**src/rtl/pwmp_ram.sv**
```systemverilog
`default_nettype none
module pwmp_ram #(
    parameter int WIDTH = 8,
    parameter int DEPTH = 512
) (
    input  wire logic                     clk,
    input  wire logic                     we,
    input  wire logic [$clog2(DEPTH)-1:0] waddr,
    input  wire logic [WIDTH-1:0]         wdata,
    input  wire logic [$clog2(DEPTH)-1:0] raddr,
    output logic      [WIDTH-1:0]         rdata
);

    logic [WIDTH-1:0] mem [DEPTH];

    // read returns the old contents on a same-address write
    always_ff @(posedge clk)
    begin
        if (we)
        begin
            mem[waddr] <= wdata;
        end
        rdata <= mem[raddr];
    end

endmodule
`default_nettype wire

```
**config.mk**
```make
export PLATFORM = sky130hd
export DESIGN_NAME = pwmp_ram
export DESIGN_NICKNAME = d
export VERILOG_FILES = /design/src/rtl/pwmp_ram.sv
export SDC_FILE = /design/constraint.sdc
export NUM_CORES = 2
export LEC_CHECK = 0
export BUFFER_PORTS_ARGS = -buffer_cell sky130_fd_sc_hd__buf_2
export CAP_MARGIN = 5
export CORE_ASPECT_RATIO = 0.75
export CORE_MARGIN = 2
export CORE_UTILIZATION = 40
export CTS_BUF_LIST = sky130_fd_sc_hd__clkbuf_16
export DETAILED_ROUTE_END_ITERATION = 8
export GPL_TIMING_DRIVEN = 0
export PLACE_DENSITY = 0.62
export SLEW_MARGIN = 25
export SYNTH_ARGS = -nofsm -noshare
export SYNTH_HDL_FRONTEND = slang
export SYNTH_SLANG_ARGS = --single-unit
```
**constraint.sdc**
```tcl
create_clock -name clk -period 4.95 [get_ports clk]
set_input_delay 0.99 -clock clk [delete_from_list [all_inputs] [get_ports clk]]
set_output_delay 0.99 -clock clk [all_outputs]
set_load 0.005 [all_outputs]
```
==> results.txt <==
final setup violation count: 7
drt drc: 0
register bit count reported by yosys: 4,104
Clock Tree Buf Depth: 4
GRT Overall Usage: 30.5%
core area: 399,000 um2
Synth area leader: edfxtp_1
Commonest cells post-synth: edfxtp_1 (4,096), mux2i_1 (797), mux4_2 (654)
Post-Layout Cell Count: 14,200
RSZ-0062 raised after global routing: true
RD Place Congestion: 1.03
DR pass1 iterations: 7
Seq/Total Area, Yosys: 77.0%
Avg Synthesized Cell Area: 19.9 um2
grt ovf: 0
ANT nets after route: 0
Detailed Route WL: 632 mm
Clock transition at path regs: 60 ps
cell with the most instances after synthesis: edfxtp_1
hold path cells: 1
R2R depth: 7
Synth cell types: 51
Syn Inst Count: 8,030
Top-Level Pins: 36
clock tree sinks: 4,104
Primary FF master, synth: edfxtp_1
DR vias: 93,800
DP HPWL: 460 mm
pwr dens: 399 nW/um2
setup TNS: -2060 ps
worst reg2reg path startpoint: mem[265][3]
endpoints failing hold: 0
fin. max-slew vios: 0
CTS tree: done
Reg-to-Reg End: rdata[3]
CP startpoint kind: input pin
Fill cells: 33,200
crit-path cells: clkbuf_1 -> and3b_1 -> clkbuf_1 -> nand2_1 -> buf_1 -> a21oi_1 -> nor4_1 -> nand4_1 -> o21ai_0 -> o2111a_1
Clk Latency, worst-skew pair: 990 ps
Worst slew margin: 13.7%
largest net degree at the start of global routing: 131
Netlist Area Pre-Place: 160,000 um2
Starting Density: 40.1%
Worst Hold End: mem[116][5]
Die Wd: 734 um
Worst Setup End Kind: register
failing checks: negative setup slack
P_leak: 58.4 nW
initial antenna violation count: 88
IO Port Bufs: 31
layout cells sized above 1: 21.1%
Worst VDD drop: 0.300 mV
postcts setup bufs: 0
EDFF count, synth: 4,096
routed length per instance: 44.4 um
Fmax: 0.184 GHz
run status: complete, but fails checks
CP Class: input pin to register
Vias/cell: 6.59
Die Span Y: 552 um
Final WS setup: -473 ps
Num CTS Buffers: 388
global-route wire length before repair: 813 mm
CP Buf/Inv Count: 3
Setup Skew: 67.9 ps
placed inst area: 171,000 um2
Data required, critical path: 5820 ps
Slew @ Worst Pin: 1280 ps
slowest stage delay, CP: 880 ps
Synth warnings: 0
row count: 201
area grow syn2layout: 14.8%
Hold WS: 304 ps
crit path DAT: 6290 ps
hold_sp: wdata[5]
Final Instance Area: 184,000 um2
most used cell, CP: clkbuf_1
top cells by area, synth: edfxtp_1 (77%), mux4_2 (9.2%), mux2i_1 (5.0%)
worst min path class: input pin to register
Syn Nets: 8,058
drt initial violations: 19,300
vias in the first global route: 85,700
reg-to-reg setup timing slack: 1260 ps
async set-reset flop share out of synthesis: 0%
Tcrit/Tclk final: 110%
placed cell count: 13,500
CTS Root Cell: clkbuf_16
Layout Nets: 8,647
top cell type's share of synthesized area: 76.9%
H-Tree Depth: 5
crit-path max FO: 10
crit path max-delay cell type: buf_1
die area: 405,000 um2
crit-path leading delay family: buffers and inverters
max_cap viols: 0
Final Critical Period: 5420 ps
-- power breakdown --
group / switching (mW) / internal [mW] / total, mW
combinational: 3.74 / 1.34 / 5.08
sequential: 0.0152 / 38.3 / 38.3
clock: 13.4 / 16.5 / 29.9
total: 17.2 / 56.0 / 73.2
-- through the flow --
step	utilization (%)	setup WS, ps	total power [mW]
5_1_grt	46.0	-67.5	74.3
2_1_floorplan	-	1990	40.8
4_1_cts	46.0	46.5	72.9
3_3_place_gp	41.8	-5030	43.8
6_report	46.0	-473	73.2
3_5_place_dp	42.8	-1390	43.8
-- flip-flops by register name, summed over array words and instances, names as in the netlist --
register	flops
rdata	8
mem	4096
-- worst max-delay path by stage --
stage	from	to	slack, ps	depth (start not counted)
2_1_floorplan	raddr[0]	rdata[0]	1990	10
4_1_cts	raddr[3]	rdata[2]	50	10
3_5_place_dp	raddr[2]	rdata[1]	-1390	10
5_1_grt	raddr[3]	rdata[2]	-70	10
6_report	raddr[3]	rdata[2]	-470	10
3_3_place_gp	wdata[3]	mem[364][3]	-5030	1
-- metal layers --
layer	GRT usage, %	wire length, um
met1	42.3	238000
met2	39.0	242000
met3	16.5	118000
met4	13.7	33100
met5	0.662	814
-- worst register-to-register path, stage by stage (launching register included) --
cell and delay (ps):
edfxtp_1 320, mux2i_1 70, o221ai_1 710, a21oi_1 190, nor4_2 980, nand4_1 340
nor4_1 770, o2111a_1 290
-- cell type report --
| cell class | instances | area, um2 | share of cell area (%) |
|---|---|---|---|
| Antenna cell | 42 | 105 | 0.0573 |
| Buffer | 513 | 3220 | 1.75 |
| Clock buffer | 397 | 9930 | 5.41 |
| Clock inverter | 302 | 2490 | 1.36 |
| Inverter | 3 | 11.3 | 0.00614 |
| Multi-Input combinational cell | 3410 | 34100 | 18.6 |
| Sequential cell | 4104 | 123000 | 67.1 |
| Tap cell | 5278 | 6600 | 3.60 |
| Timing Repair Buffer | 199 | 3930 | 2.14 |
-- cell usage in the layout (no fill, tap or decap), types with 102 or more instances in the layout --
cell type	count
edfxtp_1	4096
mux2i_1	797
mux4_2	654
nor2_1	568
clkbuf_16	397
o221ai_1	371
a21oi_1	187
o22ai_1	163
clkbuf_2	150
buf_2	112
nand2_1	111
nor3_1	105
clkbuf_1	102
-- repair_timing --
action                                  CTS  global route
gates resized for setup                   5             1
endpoints found under the hold margin     0             0
hold buffers                              0             0
endpoints found under the setup margin    6             3
-- logic make-up (layout without fill, tap and decap cells) --
group	count (synthesis)	after routing	synth area share (%)
AND/OR/NAND/NOR	980	980	2.63
flip-flops	4104	4104	77.0
multiplexers	1451	1451	14.2
other	0	42	0
buffers and inverters	516	1414	1.85
AO/OA/AOI/OAI	979	979	4.31
Power figures use the tool's default switching activity.
