[config.mk]
export PLATFORM = sky130hd
export DESIGN_NAME = pwmp_outq
export DESIGN_NICKNAME = d
export VERILOG_FILES = /design/src/rtl/pwmp_pkg.sv /design/src/rtl/pwmp_outq.sv
export SDC_FILE = /design/constraint.sdc
export NUM_CORES = 1
export LEC_CHECK = 0
export ABC_AREA = 0
export BUFFER_PORTS_ARGS = -buffer_cell sky130_fd_sc_hd__buf_2
export CORE_MARGIN = 3
export CORE_UTILIZATION = 58
export CTS_BUF_LIST = sky130_fd_sc_hd__clkbuf_8
export DETAILED_ROUTE_END_ITERATION = 7
export PLACE_DENSITY = 0.83
export SLEW_MARGIN = 20
export SYNTH_ARGS = -nofsm -noshare
export SYNTH_HDL_FRONTEND = slang
export SYNTH_SLANG_ARGS = --single-unit
[constraint.sdc]
create_clock -name clk -period 25.2 [get_ports clk]
set_clock_uncertainty 0.15 [all_clocks]
set_input_delay 1.26 -clock clk [delete_from_list [all_inputs] [get_ports clk]]
set_output_delay 1.26 -clock clk [all_outputs]
set_load 0.1 [all_outputs]
[src/rtl/pwmp_pkg.sv]
`default_nettype none
package pwmp_pkg;

    localparam int MAX_PIECES = 4096;
    localparam int MAP_BYTES  = (MAX_PIECES + 7) / 8;
    localparam int ADDR_W     = $clog2(MAP_BYTES);
    localparam int QDEPTH     = 3;

    localparam logic [1:0] CFG_PIECE_COUNT   = 2'd0;
    localparam logic [1:0] CFG_PIECE_SIZE    = 2'd1;
    localparam logic [1:0] CFG_CONTENT_BYTES = 2'd2;

    typedef enum logic [1:0] {
        PH_LEN = 2'd0,
        PH_ID  = 2'd1,
        PH_PAY = 2'd2
    } phase_t;

    typedef enum logic [3:0] {
        EV_KEEPALIVE = 4'd0,
        EV_CHOKE     = 4'd1,
        EV_UNCHOKE   = 4'd2,
        EV_INTEREST  = 4'd3,
        EV_NOTINT    = 4'd4,
        EV_HAVE      = 4'd5,
        EV_BITFIELD  = 4'd6,
        EV_REQUEST   = 4'd7,
        EV_PIECEDATA = 4'd8,
        EV_CANCEL    = 4'd9,
        EV_UNKNOWN   = 4'd10,
        EV_ERROR     = 4'd11,
        EV_BF_SIZE   = 4'd12,
        EV_QUERY     = 4'd13
    } ev_t;

    localparam logic [7:0] ID_CHOKE    = 8'd0;
    localparam logic [7:0] ID_UNCHOKE  = 8'd1;
    localparam logic [7:0] ID_INTEREST = 8'd2;
    localparam logic [7:0] ID_NOTINT   = 8'd3;
    localparam logic [7:0] ID_HAVE     = 8'd4;
    localparam logic [7:0] ID_BITFIELD = 8'd5;
    localparam logic [7:0] ID_REQUEST  = 8'd6;
    localparam logic [7:0] ID_PIECE    = 8'd7;
    localparam logic [7:0] ID_CANCEL   = 8'd8;

    // one accepted item on its way to the bitmap stage
    typedef struct packed {
        logic              res;
        logic              query;
        ev_t               ev;
        logic [31:0]       idx;
        logic [31:0]       beg;
        logic [31:0]       len;
        logic [7:0]        pb;
        logic              last;
        logic              resel;
        logic              chok;
        logic              intr;
        logic              q_inrange;
        logic [2:0]        bit_sel;
        logic [ADDR_W-1:0] rd_addr;
        logic              have_wr;
        logic              bf_wr;
        logic [ADDR_W-1:0] wr_addr;
        logic [7:0]        bf_data;
    } item_t;

    typedef struct packed {
        ev_t         ev;
        logic [31:0] idx;
        logic [31:0] beg;
        logic [31:0] len;
        logic [7:0]  pb;
        logic        last;
        logic        resel;
        logic        chok;
        logic        intr;
        logic        has;
    } out_t;

endpackage
`default_nettype wire

[src/rtl/pwmp_outq.sv]
`default_nettype none
module pwmp_outq
    import pwmp_pkg::*;
(
    input  wire logic       clk,
    input  wire logic       rst_n,
    input  wire logic       push,
    input  wire out_t       din,
    input  wire logic       pop,
    output logic            not_empty,
    output out_t            dout,
    output logic [1:0]      count
);

    out_t       q [QDEPTH];
    logic [1:0] wp_reg, wp_next;
    logic [1:0] rp_reg, rp_next;
    logic [1:0] cnt_reg, cnt_next;

    assign not_empty = (cnt_reg != 2'd0);
    assign dout      = q[rp_reg];
    assign count     = cnt_reg;

    always_comb
    begin
        wp_next  = push ? ((wp_reg == 2'(QDEPTH - 1)) ? 2'd0 : 2'(wp_reg + 2'd1)) : wp_reg;
        rp_next  = pop  ? ((rp_reg == 2'(QDEPTH - 1)) ? 2'd0 : 2'(rp_reg + 2'd1)) : rp_reg;
        cnt_next = 2'(cnt_reg + 2'(push) - 2'(pop));
    end

    always_ff @(posedge clk or negedge rst_n)
    begin
        if (!rst_n)
        begin
            wp_reg  <= '0;
            rp_reg  <= '0;
            cnt_reg <= '0;
        end
        else
        begin
            wp_reg  <= wp_next;
            rp_reg  <= rp_next;
            cnt_reg <= cnt_next;
        end
    end

    always_ff @(posedge clk)
    begin
        if (push)
        begin
            q[wp_reg] <= din;
        end
    end

endmodule
`default_nettype wire

==> qor.txt <==
Top-level I/O count: 233
Number of flops mapped to enable cells by yosys: 339
CTS sink count: 345
Final period demand of the worst path: 5.05 ns
Cts bufs inserted: 51
VDD IR max: 0.130 mV
Worst Path Required: 23.79 ns
Pre-CTS WS: 20.74 ns
Aggregate routed wire length: 24,100 um
Cells after synthesis: 741
CTS clk-pin slew, worst paths: 0.06 ns
DR pass1 iterations: 5
Total Routing Usage GR: 19.8%
Sequential share of the synthesized area: 80.3%
Synth area leader: edfxtp_1
Max Clk Rate: 198 MHz
H-tree level count: 2
Chip width: 155 um
Post-Synthesis Cell Area: 12,900 um2
Post-synthesis async set-or-reset flop share: 1.74%
Root buffer cell: clkbuf_8
Post-CTS sizing: 0
Avg WL per Cell: 18.3 um
Post-DP Area: 14,200 um2
Initial antenna violation count: 4
Vias post-DR: 7,025
Global-route wire length before repair: 37,000 um
CP endpoint kind: primary output
Max Cap Violations: 0
# rows: 53
Initial Utilization: 60.0%
Starting DRT DRC Count: 487
Final Hold Fails: 0
Reg-to-reg slack, setup: 22.84 ns
# hold bufs at CTS: 0
Library cells used by synthesis: 20
Die Ht: 155 um
Hpwl dp: 14,600 um
Top delay family on crit path: buffers and inverters
Worst-path cell chain: buf_4 > mux2i_1 > o21ai_0 > buf_2
Grt ovf: 0
Synth Register Bits: 345
ANT nets after route: 0
Worst-case clock buffer depth: 3
Ys Warns: 0
Post-synth top cells: edfxtp_1, mux2i_1, nand2_1
Synth-to-layout area growth: 18.0%
Slew HR: 28.3%
Port Buf Inserts: 232
Fill cells: 1,372
Vias in the first global route: 7,044
Post-layout instance area: 15,200 um2
Slowest cell on crit path: dfrtp_4
Synth top area share: 79.2%
Placeable Area: 21,400 um2
Post-CTS setup buffers: 0
# DRC: 0
CTS tree: done
Leak: 5.72 nW
Max FO, Critical Path: 58
RSZ-0062 raised after global routing: false
Gp weighted congestion: 0.777
Slew @ Worst Pin: 1.08 ns
Share of layout cells above drive strength 1: 29.8%
Syn avg cell area: 17.4 um2
Clk_lat worst skew: 0.55 ns
Final setup viols: 0
TNS Setup: 0 ns
Nets: 1,118
Status: completed
Buf/Inv on CP: 2
Fin worst setup slack: 20.15 ns
Slew Viols, Final: 0
Period Utilization, post-route: 20.1%
Largest stage delay, worst path: 1.11 ns
WP data arrival: 3.64 ns
PwrDens: 124 nW/um2
Most used DFF post-synth: edfxtp_1
Top-count cell post-synth: edfxtp_1
Hold WC Path Type: primary input to asynchronous set/reset pin
Worst setup SP type: flip-flop
Crit Path Class: flip-flop to primary output
Synth area leaders: edfxtp_1, mux2i_1, nand2_1, o21ai_1, o21ai_0
Full die area: 24,000 um2
Vias per cell: 5.34
Register with the most flip-flops: q
Max reg flops: 339
Post-synth net total: 860
Largest net degree at the start of global routing: 95
where the power goes:
group	internal [mW]	switching (mW)
sequential	0.718	0.0355
combinational	0.106	0.605
clock	0.220	0.194
area by class of cell:
cell class | count | area (um2) | share of cell area (%)
inverters | 4 | 15.0 | 0.0990
flip-flops and latches | 345 | 10300 | 68.1
clock inverters | 42 | 253 | 1.67
well taps | 275 | 344 | 2.27
diodes | 1 | 2.50 | 0.0165
clock buffers | 51 | 702 | 4.63
repair buffers | 243 | 1260 | 8.33
multi-input cells | 354 | 2250 | 14.9
cells by family (layout without fill, tap and decap cells):
group,after synthesis,after routing,synth area share [%]
buffers and inverters,42,340,2.28
AOI/OAI and AO/OA,115,115,4.50
DFF,345,345,80.3
other,0,1,0
muxes,115,115,8.95
and+or+nand+nor,120,120,3.62
adders and majority gates,2,2,0.195
xor gates and xnor gates,2,2,0.136
layer usage:
metal  GRT usage [%]  wire length (um)
met2            32.8             12100
met4            7.91               685
met3            4.65              1850
met1            25.6              9420
met5               0                34
per-stage QoR:
stage               hold slack (ns)  cells  utilization, %  power, mW
CTS                           0.341   1314            70.8       1.89
floorplan                     0.336    741               -       1.38
global route                  0.350   1315            70.8       1.95
global placement              0.401   1220            66.2       1.47
detailed placement            0.404   1221            66.4       1.48
finish                        0.384   1315            70.8       1.88
path summary, 6_finish.rpt:
kind                                        from                    end  cells past startpoint
max                        rp_reg[0]$_DFFE_PN0P_              dout[112]                      4
min in group clk           wp_reg[0]$_DFFE_PN0P_  wp_reg[0]$_DFFE_PN0P_                      1
min                                        rst_n  rp_reg[1]$_DFFE_PN0P_                      1
max in group asynchronous                  rst_n  rp_reg[0]$_DFFE_PN0P_                      1
min reg2reg                wp_reg[0]$_DFFE_PN0P_  wp_reg[0]$_DFFE_PN0P_                      1
max reg2reg                wp_reg[1]$_DFFE_PN0P_     q[0][89]$_DFFE_PP_                      3
cells in the final DEF, fill, tap and decap left out:
cell        instances
edfxtp_1          339
buf_2             232
mux2i_1           115
nand2_1           114
o21ai_1            59
o21ai_0            55
clkbuf_8           51
inv_1              23
clkinv_1           13
buf_4              10
clkinv_2            4
dfrtp_1             4
clkinvlp_4          3
bufinv_16           3
xnor2_1             2
nor3b_2             2
nand2b_1            2
ha_1                2
dfrtp_4             2
diode_2             1
nor2_4              1
or2_2               1
a21o_1              1
buf_16              1
(Power assumes the default switching activity.)
