`src/rtl/pwmp_pkg.sv`:
```
`default_nettype none
package pwmp_pkg;

    localparam int MAX_PIECES = 4096;
    localparam int MAP_BYTES  = (MAX_PIECES + 7) / 8;
    localparam int ADDR_W     = $clog2(MAP_BYTES);
    localparam int QDEPTH     = 3;

    localparam logic [1:0] CFG_PIECE_COUNT   = 2'd0;
    localparam logic [1:0] CFG_PIECE_SIZE    = 2'd1;
    localparam logic [1:0] CFG_CONTENT_BYTES = 2'd2;

    typedef enum logic [1:0] {
        PH_LEN = 2'd0,
        PH_ID  = 2'd1,
        PH_PAY = 2'd2
    } phase_t;

    typedef enum logic [3:0] {
        EV_KEEPALIVE = 4'd0,
        EV_CHOKE     = 4'd1,
        EV_UNCHOKE   = 4'd2,
        EV_INTEREST  = 4'd3,
        EV_NOTINT    = 4'd4,
        EV_HAVE      = 4'd5,
        EV_BITFIELD  = 4'd6,
        EV_REQUEST   = 4'd7,
        EV_PIECEDATA = 4'd8,
        EV_CANCEL    = 4'd9,
        EV_UNKNOWN   = 4'd10,
        EV_ERROR     = 4'd11,
        EV_BF_SIZE   = 4'd12,
        EV_QUERY     = 4'd13
    } ev_t;

    localparam logic [7:0] ID_CHOKE    = 8'd0;
    localparam logic [7:0] ID_UNCHOKE  = 8'd1;
    localparam logic [7:0] ID_INTEREST = 8'd2;
    localparam logic [7:0] ID_NOTINT   = 8'd3;
    localparam logic [7:0] ID_HAVE     = 8'd4;
    localparam logic [7:0] ID_BITFIELD = 8'd5;
    localparam logic [7:0] ID_REQUEST  = 8'd6;
    localparam logic [7:0] ID_PIECE    = 8'd7;
    localparam logic [7:0] ID_CANCEL   = 8'd8;

    // one accepted item on its way to the bitmap stage
    typedef struct packed {
        logic              res;
        logic              query;
        ev_t               ev;
        logic [31:0]       idx;
        logic [31:0]       beg;
        logic [31:0]       len;
        logic [7:0]        pb;
        logic              last;
        logic              resel;
        logic              chok;
        logic              intr;
        logic              q_inrange;
        logic [2:0]        bit_sel;
        logic [ADDR_W-1:0] rd_addr;
        logic              have_wr;
        logic              bf_wr;
        logic [ADDR_W-1:0] wr_addr;
        logic [7:0]        bf_data;
    } item_t;

    typedef struct packed {
        ev_t         ev;
        logic [31:0] idx;
        logic [31:0] beg;
        logic [31:0] len;
        logic [7:0]  pb;
        logic        last;
        logic        resel;
        logic        chok;
        logic        intr;
        logic        has;
    } out_t;

endpackage
`default_nettype wire

```
`src/rtl/pwmp_frame.sv`:
```
`default_nettype none
module pwmp_frame
    import pwmp_pkg::*;
(
    input  wire logic        clk,
    input  wire logic        rst_n,
    input  wire logic        acc,
    input  wire logic        op,
    input  wire logic [7:0]  rx_byte,
    input  wire logic [11:0] query_piece,
    input  wire logic        cfg_we,
    input  wire logic [1:0]  cfg_index,
    input  wire logic [43:0] cfg_data,
    output item_t            item
);

    phase_t      phase_reg, phase_next;
    logic [31:0] ml_reg, ml_next;
    logic [31:0] bp_reg, bp_next;
    logic [7:0]  id_reg, id_next;
    logic [31:0] fidx_reg, fidx_next;
    logic [31:0] fbeg_reg, fbeg_next;
    logic [31:0] flen_reg, flen_next;
    logic        chok_reg, chok_next;
    logic        intr_reg, intr_next;
    logic [12:0] count_reg;
    logic [31:0] size_reg;
    logic [43:0] content_reg;
    logic [63:0] prod_reg;
    logic [63:0] pb_reg;

    logic [12:0] eff;
    logic [9:0]  ceil_bytes;
    logic        fits;
    logic        fin;
    logic        range_ok;
    logic [63:0] end_pos;
    logic [31:0] pm1;
    logic [12:0] vbits;

    assign eff        = (count_reg > 13'(MAX_PIECES)) ? 13'(MAX_PIECES) : count_reg;
    assign ceil_bytes = 10'((eff + 13'd7) >> 3);
    assign fits       = (ml_reg == 32'(ceil_bytes) + 32'd1);
    assign end_pos    = pb_reg + {32'd0, flen_next};
    assign range_ok   = (fidx_next < 32'(eff)) && (flen_next != 32'd0)
                        && (end_pos <= {20'd0, content_reg});
    assign pm1        = bp_reg - 32'd1;
    assign vbits      = eff - (13'(pm1[ADDR_W-1:0]) << 3);

    always_comb
    begin
        phase_next = phase_reg;
        ml_next    = ml_reg;
        bp_next    = bp_reg;
        id_next    = id_reg;
        fidx_next  = fidx_reg;
        fbeg_next  = fbeg_reg;
        flen_next  = flen_reg;
        chok_next  = chok_reg;
        intr_next  = intr_reg;
        fin        = 1'b0;
        item       = '0;
        item.rd_addr = query_piece[ADDR_W+2:3];

        if (op)
        begin
            item.res       = 1'b1;
            item.query     = 1'b1;
            item.ev        = EV_QUERY;
            item.q_inrange = 13'(query_piece) < eff;
            item.bit_sel   = query_piece[2:0];
        end
        else
        begin
            case (phase_reg)
                PH_ID:
                begin
                    id_next   = rx_byte;
                    fidx_next = '0;
                    fbeg_next = '0;
                    flen_next = '0;
                    bp_next   = 32'd1;
                    if (ml_reg == 32'd1)
                    begin
                        fin = 1'b1;
                    end
                    else
                    begin
                        phase_next = PH_PAY;
                    end
                end
                PH_PAY:
                begin
                    if (bp_reg >= 32'd1 && bp_reg <= 32'd4)
                    begin
                        fidx_next = {fidx_reg[23:0], rx_byte};
                    end
                    else if (bp_reg >= 32'd5 && bp_reg <= 32'd8)
                    begin
                        fbeg_next = {fbeg_reg[23:0], rx_byte};
                    end
                    else if (bp_reg >= 32'd9 && bp_reg <= 32'd12 && id_reg != ID_PIECE)
                    begin
                        flen_next = {flen_reg[23:0], rx_byte};
                    end

                    if (id_reg == ID_BITFIELD && fits)
                    begin
                        item.bf_wr   = 1'b1;
                        item.wr_addr = pm1[ADDR_W-1:0];
                        if (vbits >= 13'd8)
                        begin
                            item.bf_data = rx_byte;
                        end
                        else
                        begin
                            item.bf_data = rx_byte & 8'(8'hFF << (4'd8 - vbits[3:0]));
                        end
                    end

                    bp_next = bp_reg + 32'd1;
                    if (id_reg == ID_PIECE && bp_reg >= 32'd9)
                    begin
                        item.res  = 1'b1;
                        item.ev   = EV_PIECEDATA;
                        item.idx  = fidx_next;
                        item.beg  = fbeg_next;
                        item.len  = ml_reg - 32'd9;
                        item.pb   = rx_byte;
                        item.last = (bp_next == ml_reg);
                    end
                    if (bp_next == ml_reg)
                    begin
                        fin        = !item.res;
                        phase_next = PH_LEN;
                        ml_next    = '0;
                        bp_next    = '0;
                    end
                end
                default:
                begin
                    ml_next    = {ml_reg[23:0], rx_byte};
                    bp_next    = {30'd0, 2'(bp_reg[1:0] + 2'd1)};
                    phase_next = PH_LEN;
                    if (bp_next == 32'd0)
                    begin
                        if (ml_next == 32'd0)
                        begin
                            item.res = 1'b1;
                            item.ev  = EV_KEEPALIVE;
                        end
                        else
                        begin
                            phase_next = PH_ID;
                        end
                    end
                end
            endcase
        end

        if (fin)
        begin
            phase_next = PH_LEN;
            ml_next    = '0;
            bp_next    = '0;
            item.res   = 1'b1;
            item.idx   = fidx_next;
            item.beg   = fbeg_next;
            item.len   = flen_next;
            case (id_next)
                ID_CHOKE:
                begin
                    item.resel = !chok_reg;
                    chok_next  = 1'b1;
                    item.ev    = EV_CHOKE;
                end
                ID_UNCHOKE:
                begin
                    chok_next = 1'b0;
                    item.ev   = EV_UNCHOKE;
                end
                ID_INTEREST:
                begin
                    intr_next = 1'b1;
                    item.ev   = EV_INTEREST;
                end
                ID_NOTINT:
                begin
                    intr_next = 1'b0;
                    item.ev   = EV_NOTINT;
                end
                ID_HAVE:
                begin
                    if (ml_reg < 32'd5 || fidx_next >= 32'(eff))
                    begin
                        item.ev = EV_ERROR;
                    end
                    else
                    begin
                        item.ev      = EV_HAVE;
                        item.have_wr = 1'b1;
                        item.rd_addr = fidx_next[ADDR_W+2:3];
                        item.wr_addr = fidx_next[ADDR_W+2:3];
                        item.bit_sel = fidx_next[2:0];
                    end
                end
                ID_BITFIELD:
                begin
                    item.ev = fits ? EV_BITFIELD : EV_BF_SIZE;
                end
                ID_REQUEST, ID_CANCEL:
                begin
                    if (ml_reg < 32'd13 || !range_ok)
                    begin
                        item.ev = EV_ERROR;
                    end
                    else
                    begin
                        item.ev = (id_next == ID_REQUEST) ? EV_REQUEST : EV_CANCEL;
                    end
                end
                ID_PIECE:
                begin
                    // a piece with no data bytes ends silently
                    if (ml_reg >= 32'd9)
                    begin
                        item.res = 1'b0;
                    end
                    else
                    begin
                        item.ev = EV_ERROR;
                    end
                end
                default:
                begin
                    item.ev = EV_UNKNOWN;
                end
            endcase
        end

        item.chok = chok_next;
        item.intr = intr_next;
    end

    always_ff @(posedge clk or negedge rst_n)
    begin
        if (!rst_n)
        begin
            phase_reg   <= PH_LEN;
            ml_reg      <= '0;
            bp_reg      <= '0;
            id_reg      <= '0;
            fidx_reg    <= '0;
            fbeg_reg    <= '0;
            flen_reg    <= '0;
            chok_reg    <= 1'b1;
            intr_reg    <= 1'b0;
            count_reg   <= '0;
            size_reg    <= 32'd262144;
            content_reg <= '0;
        end
        else
        begin
            if (acc)
            begin
                phase_reg <= phase_next;
                ml_reg    <= ml_next;
                bp_reg    <= bp_next;
                id_reg    <= id_next;
                fidx_reg  <= fidx_next;
                fbeg_reg  <= fbeg_next;
                flen_reg  <= flen_next;
                chok_reg  <= chok_next;
                intr_reg  <= intr_next;
            end
            if (cfg_we)
            begin
                case (cfg_index)
                    CFG_PIECE_COUNT:   count_reg   <= cfg_data[12:0];
                    CFG_PIECE_SIZE:    size_reg    <= cfg_data[31:0];
                    CFG_CONTENT_BYTES: content_reg <= cfg_data;
                    default:           ;
                endcase
            end
        end
    end

    // index settles by byte 4 and begin by byte 8; the range end is needed at byte 12
    always_ff @(posedge clk)
    begin
        prod_reg <= fidx_reg * size_reg;
        pb_reg   <= prod_reg + {32'd0, fbeg_reg};
    end

endmodule
`default_nettype wire

```
`config.mk`:
```
export PLATFORM = sky130hd
export DESIGN_NAME = pwmp_frame
export DESIGN_NICKNAME = d
export VERILOG_FILES = /design/src/rtl/pwmp_pkg.sv /design/src/rtl/pwmp_frame.sv
export SDC_FILE = /design/constraint.sdc
export NUM_CORES = 2
export LEC_CHECK = 0
export BUFFER_PORTS_ARGS = -buffer_cell sky130_fd_sc_hd__buf_2
export CORE_MARGIN = 8
export CORE_UTILIZATION = 40
export CTS_BUF_LIST = sky130_fd_sc_hd__clkbuf_4 sky130_fd_sc_hd__clkbuf_8
export DETAILED_ROUTE_END_ITERATION = 16
export PLACE_DENSITY = 0.58
export SLEW_MARGIN = 20
export SYNTH_ARGS = -nofsm -noshare
export SYNTH_HDL_FRONTEND = slang
export SYNTH_SLANG_ARGS = --single-unit
```
`constraint.sdc`:
```
create_clock -name clk -period 19.8 [get_ports clk]
set_input_delay 4.95 -clock clk [delete_from_list [all_inputs] [get_ports clk]]
set_output_delay 4.95 -clock clk [all_outputs]
set_load 0.005 [all_outputs]
```
==> results.toml <==
[cts]
clk_pin_slew_worst_paths_ps = 60
htree_num_levels = 3
worstSkewPairLatency_ps = 720
cts.sink_count = 389
setup_buffers_after_cts = 0
ctsLongestPathBuffers = 3
clock_tree_from_tritoncts = "done"
holdBufCountCts = 0
cts_made_buffers = 71
clock_tree.root_cell = "clkbuf_8"
post_cts_resize_count = 0

[sta]
worst_margin_slew_ps = 1121
post-route-min-period_ps = 18430
rsz0062_at_grt = "no"
timing.clock.skew_ps = 71.18
finalSetupViolCount = 0
finalMaxSlewViolations = 0
post-route-period-util_pct = 93.08
max_freq_mhz = 54.26
total_negative_slack_ps = 0
relSlewSlack_pct = 25.28
timing.final.hold_violations = 0

[logic_synthesis]
synth_seq_area_share_pct = 15.62
post_synth_and_or_nand_nor_area_fraction_pct = 17.07
synth_edf_count = 0
synth_top_family_by_area = "adder cells"
synth_cell_type_count = 93
synth_top_flop_cell = "dfrtp_1"
synth-warning-count = 0
synth-compound-area-share_pct = 10.69
syn_area_mm2 = 0.05822
synth_seq_cells = 389
synthAdderAreaFrac_pct = 39.92
yosys.area_share.xor_xnor_pct = 3.941
postSynthAreaPerCell_um2 = 8.771
synthArstFlopShare_pct = 67.10
synthMuxAreaShare_pct = 3.282
synth_fp_nets = 8027
syn_inst = 6638

[global_route]
grt_overflow = 0
grt_pass1_wl_um = 310300
grt_antenna_before_repair = 9
grt_usage_pct = 25.60
vias_in_the_first_global_route = 49550
grt_start_max_net_pins = 81

[setup_path]
end_kind = "output pin"
crit_path_max_incr_delay_ps = 920
timing_worst_setup_path_type = "in -> out"
critical_path.startpoint_type = "primary input"
worstPathRequired_ps = 14850
crit_slowest_cell = "nor4_2"
cp_num_buf_inv = 3
critical_path_peak_fanout = 24
cp_common_cell = "a21oi_1"
arrival_time_of_the_worst_setup_path_ps = 13480
critical-path-top-delay-family = "simple AND/OR/NAND/NOR gates"

[hold_path]
min_path_type = "reg -> reg"

[placement]
hpwlAfterDp_um = 152700
gp_congestion = 0.9640
io_buffer_count = 216

[floorplan]
floorplan.die.height_um = 397.5
fp.dieW_um = 397.5
io-pin-count = 217
placeableCoreArea_mm2 = 0.1450
placement_rows = 140
floorplan.initialDensity_pct = 40.14
die_area_mm2 = 0.1580

[drt]
drtAntennaViolNets = 0
firstDrtPassIters = 6
first_iter_violations = 3954
drt-total-wl_um = 204900
num_vias = 48159
routed_wire_per_std_cell_um = 23.81
routed_via_density = 5.596
post-route-drc-count = 0

[finish]
number_of_fill_cells = 14457
layout-area-overhead-vs-synth_pct = 7.322
layout-drive-gt1-share_pct = 9.560
finish.net_count = 8014

[power_and_ir_drop]
total_power_mw = 4.658
peakVddDrop_uv = 61.17
power_density_mw_per_mm2 = 74.54
power_leakage_nw = 30.87

[job]
maxCapViolations = 0

[outcome]
status = "finished clean"
[final timing paths]
path / from / to / slack (ps) / cells past startpoint
max reg2reg: size_reg[18] / prod_reg[60] / 10710 / 28
max in group asynchronous: rst_n / fidx_reg[4] / 13240 / 3
min: prod_reg[63] / pb_reg[63] / 430 / 1
min reg2reg: prod_reg[63] / pb_reg[63] / 430 / 1
max: op / item[141] / 1370 / 30
min in group asynchronous: rst_n / flen_reg[14] / 4190 / 1
[per-layer routing]
layer	vias up	GRT usage (%)	wire, um
met4	2	9.979	9232
li1	21189	-	-
met5	-	0	11
met3	474	4.001	15160
met2	1964	42.13	94800
met1	24530	33.92	85700
[kinds of logic (layout without fill, tap and decap cells)]
kind of cell	Yosys count	count (layout)
compound gates	919	919
xor+xnor	262	262
fa+ha+maj	1318	1318
buf+inv	1442	1488
flops	389	389
mux	178	178
other cells	0	5
simple gates	2130	2130
[Yosys cell counts, drive strengths merged, types with 12 or more instances]
| cell type | instances | area, um^2 |
|---|---|---|
| dfxtp | 128 | 2562 |
| o21bai | 15 | 112.6 |
| nand4 | 66 | 434.2 |
| mux2i | 75 | 750.7 |
| buf | 65 | 354.1 |
| or2 | 15 | 93.85 |
| and3 | 38 | 237.7 |
| nor3b | 12 | 95.09 |
| mux2 | 103 | 1160 |
| nand2b | 34 | 212.7 |
| a31oi | 23 | 143.9 |
| fa | 899 | 18000 |
| or3 | 19 | 118.9 |
| a211oi | 19 | 142.6 |
| o31ai | 68 | 510.5 |
| inv | 1032 | 3874 |
| nor4 | 51 | 365.3 |
| ha | 419 | 5243 |
| a21o | 90 | 675.7 |
| and2 | 247 | 1545 |
| a21oi | 213 | 1077 |
| xor2 | 93 | 814.5 |
| clkbuf | 344 | 1291 |
| nand3 | 110 | 560.5 |
| nor2b | 40 | 250.2 |
| xnor2 | 169 | 1480 |
| nand2 | 1130 | 4244 |
| nor3 | 65 | 361.6 |
| o211ai | 14 | 105.1 |
| dfrtp | 259 | 6481 |
| nor2 | 244 | 918.4 |
| or4 | 18 | 138.9 |
| o21a | 28 | 210.2 |
| and4 | 20 | 175.2 |
| a22o | 132 | 1156 |
| o21ai | 205 | 1105 |
[per-stage QoR]
step / util (%) / hold WS (ps) / std cells / cell area [um^2] / setup slack [ps]
after global placement: 42.00 / 419.2 / 8469 / 60920 / 1403
after CTS: 43.07 / 427.9 / 8601 / 62470 / 1382
after floorplan: - / 414.0 / 6638 / 58220 / 3542
after detailed placement: 42.00 / 419.8 / 8469 / 60920 / 1445
final: 43.08 / 427.8 / 8606 / 62480 / 1371
after global routing: 43.07 / 450.4 / 8602 / 62470 / 679.5
[power by group]
part / total [mW] / switching [mW] / internal [mW] / leakage, nW
logic: 2.69 / 1.73 / 0.954 / 25.6
registers: 1.13 / 0.201 / 0.926 / 4.43
clock network: 0.843 / 0.385 / 0.458 / 0.836
total: 4.66 / 2.32 / 2.34 / 30.9
[layout by cell type (no fill, tap or decap), types with 93 or more instances in the layout]
| cell type | count |
|---|---|
| nand2_1 | 1128 |
| inv_1 | 1032 |
| fa_1 | 899 |
| ha_1 | 419 |
| dfrtp_1 | 251 |
| and2_1 | 245 |
| nor2_1 | 241 |
| buf_2 | 215 |
| a21oi_1 | 211 |
| xnor2_1 | 169 |
| o21ai_0 | 164 |
| a22o_1 | 132 |
| dfxtp_1 | 128 |
| nand3_1 | 108 |
| buf_4 | 107 |
| mux2_2 | 101 |
| xor2_1 | 93 |
[cell type report]
cell class / count / area [um^2] / share of cell area (%)
Multi-Input combinational cell: 4807 / 43650 / 69.86
Sequential cell: 389 / 9106 / 14.57
Inverter: 1033 / 3877 / 6.206
Tap cell: 1917 / 2399 / 3.839
Timing Repair Buffer: 323 / 1894 / 3.032
Clock buffer: 107 / 1304 / 2.087
Clock inverter: 25 / 241.5 / 0.3865
Antenna cell: 5 / 12.51 / 0.02002
No activity file was read; power rests on OpenSTA's default activity.
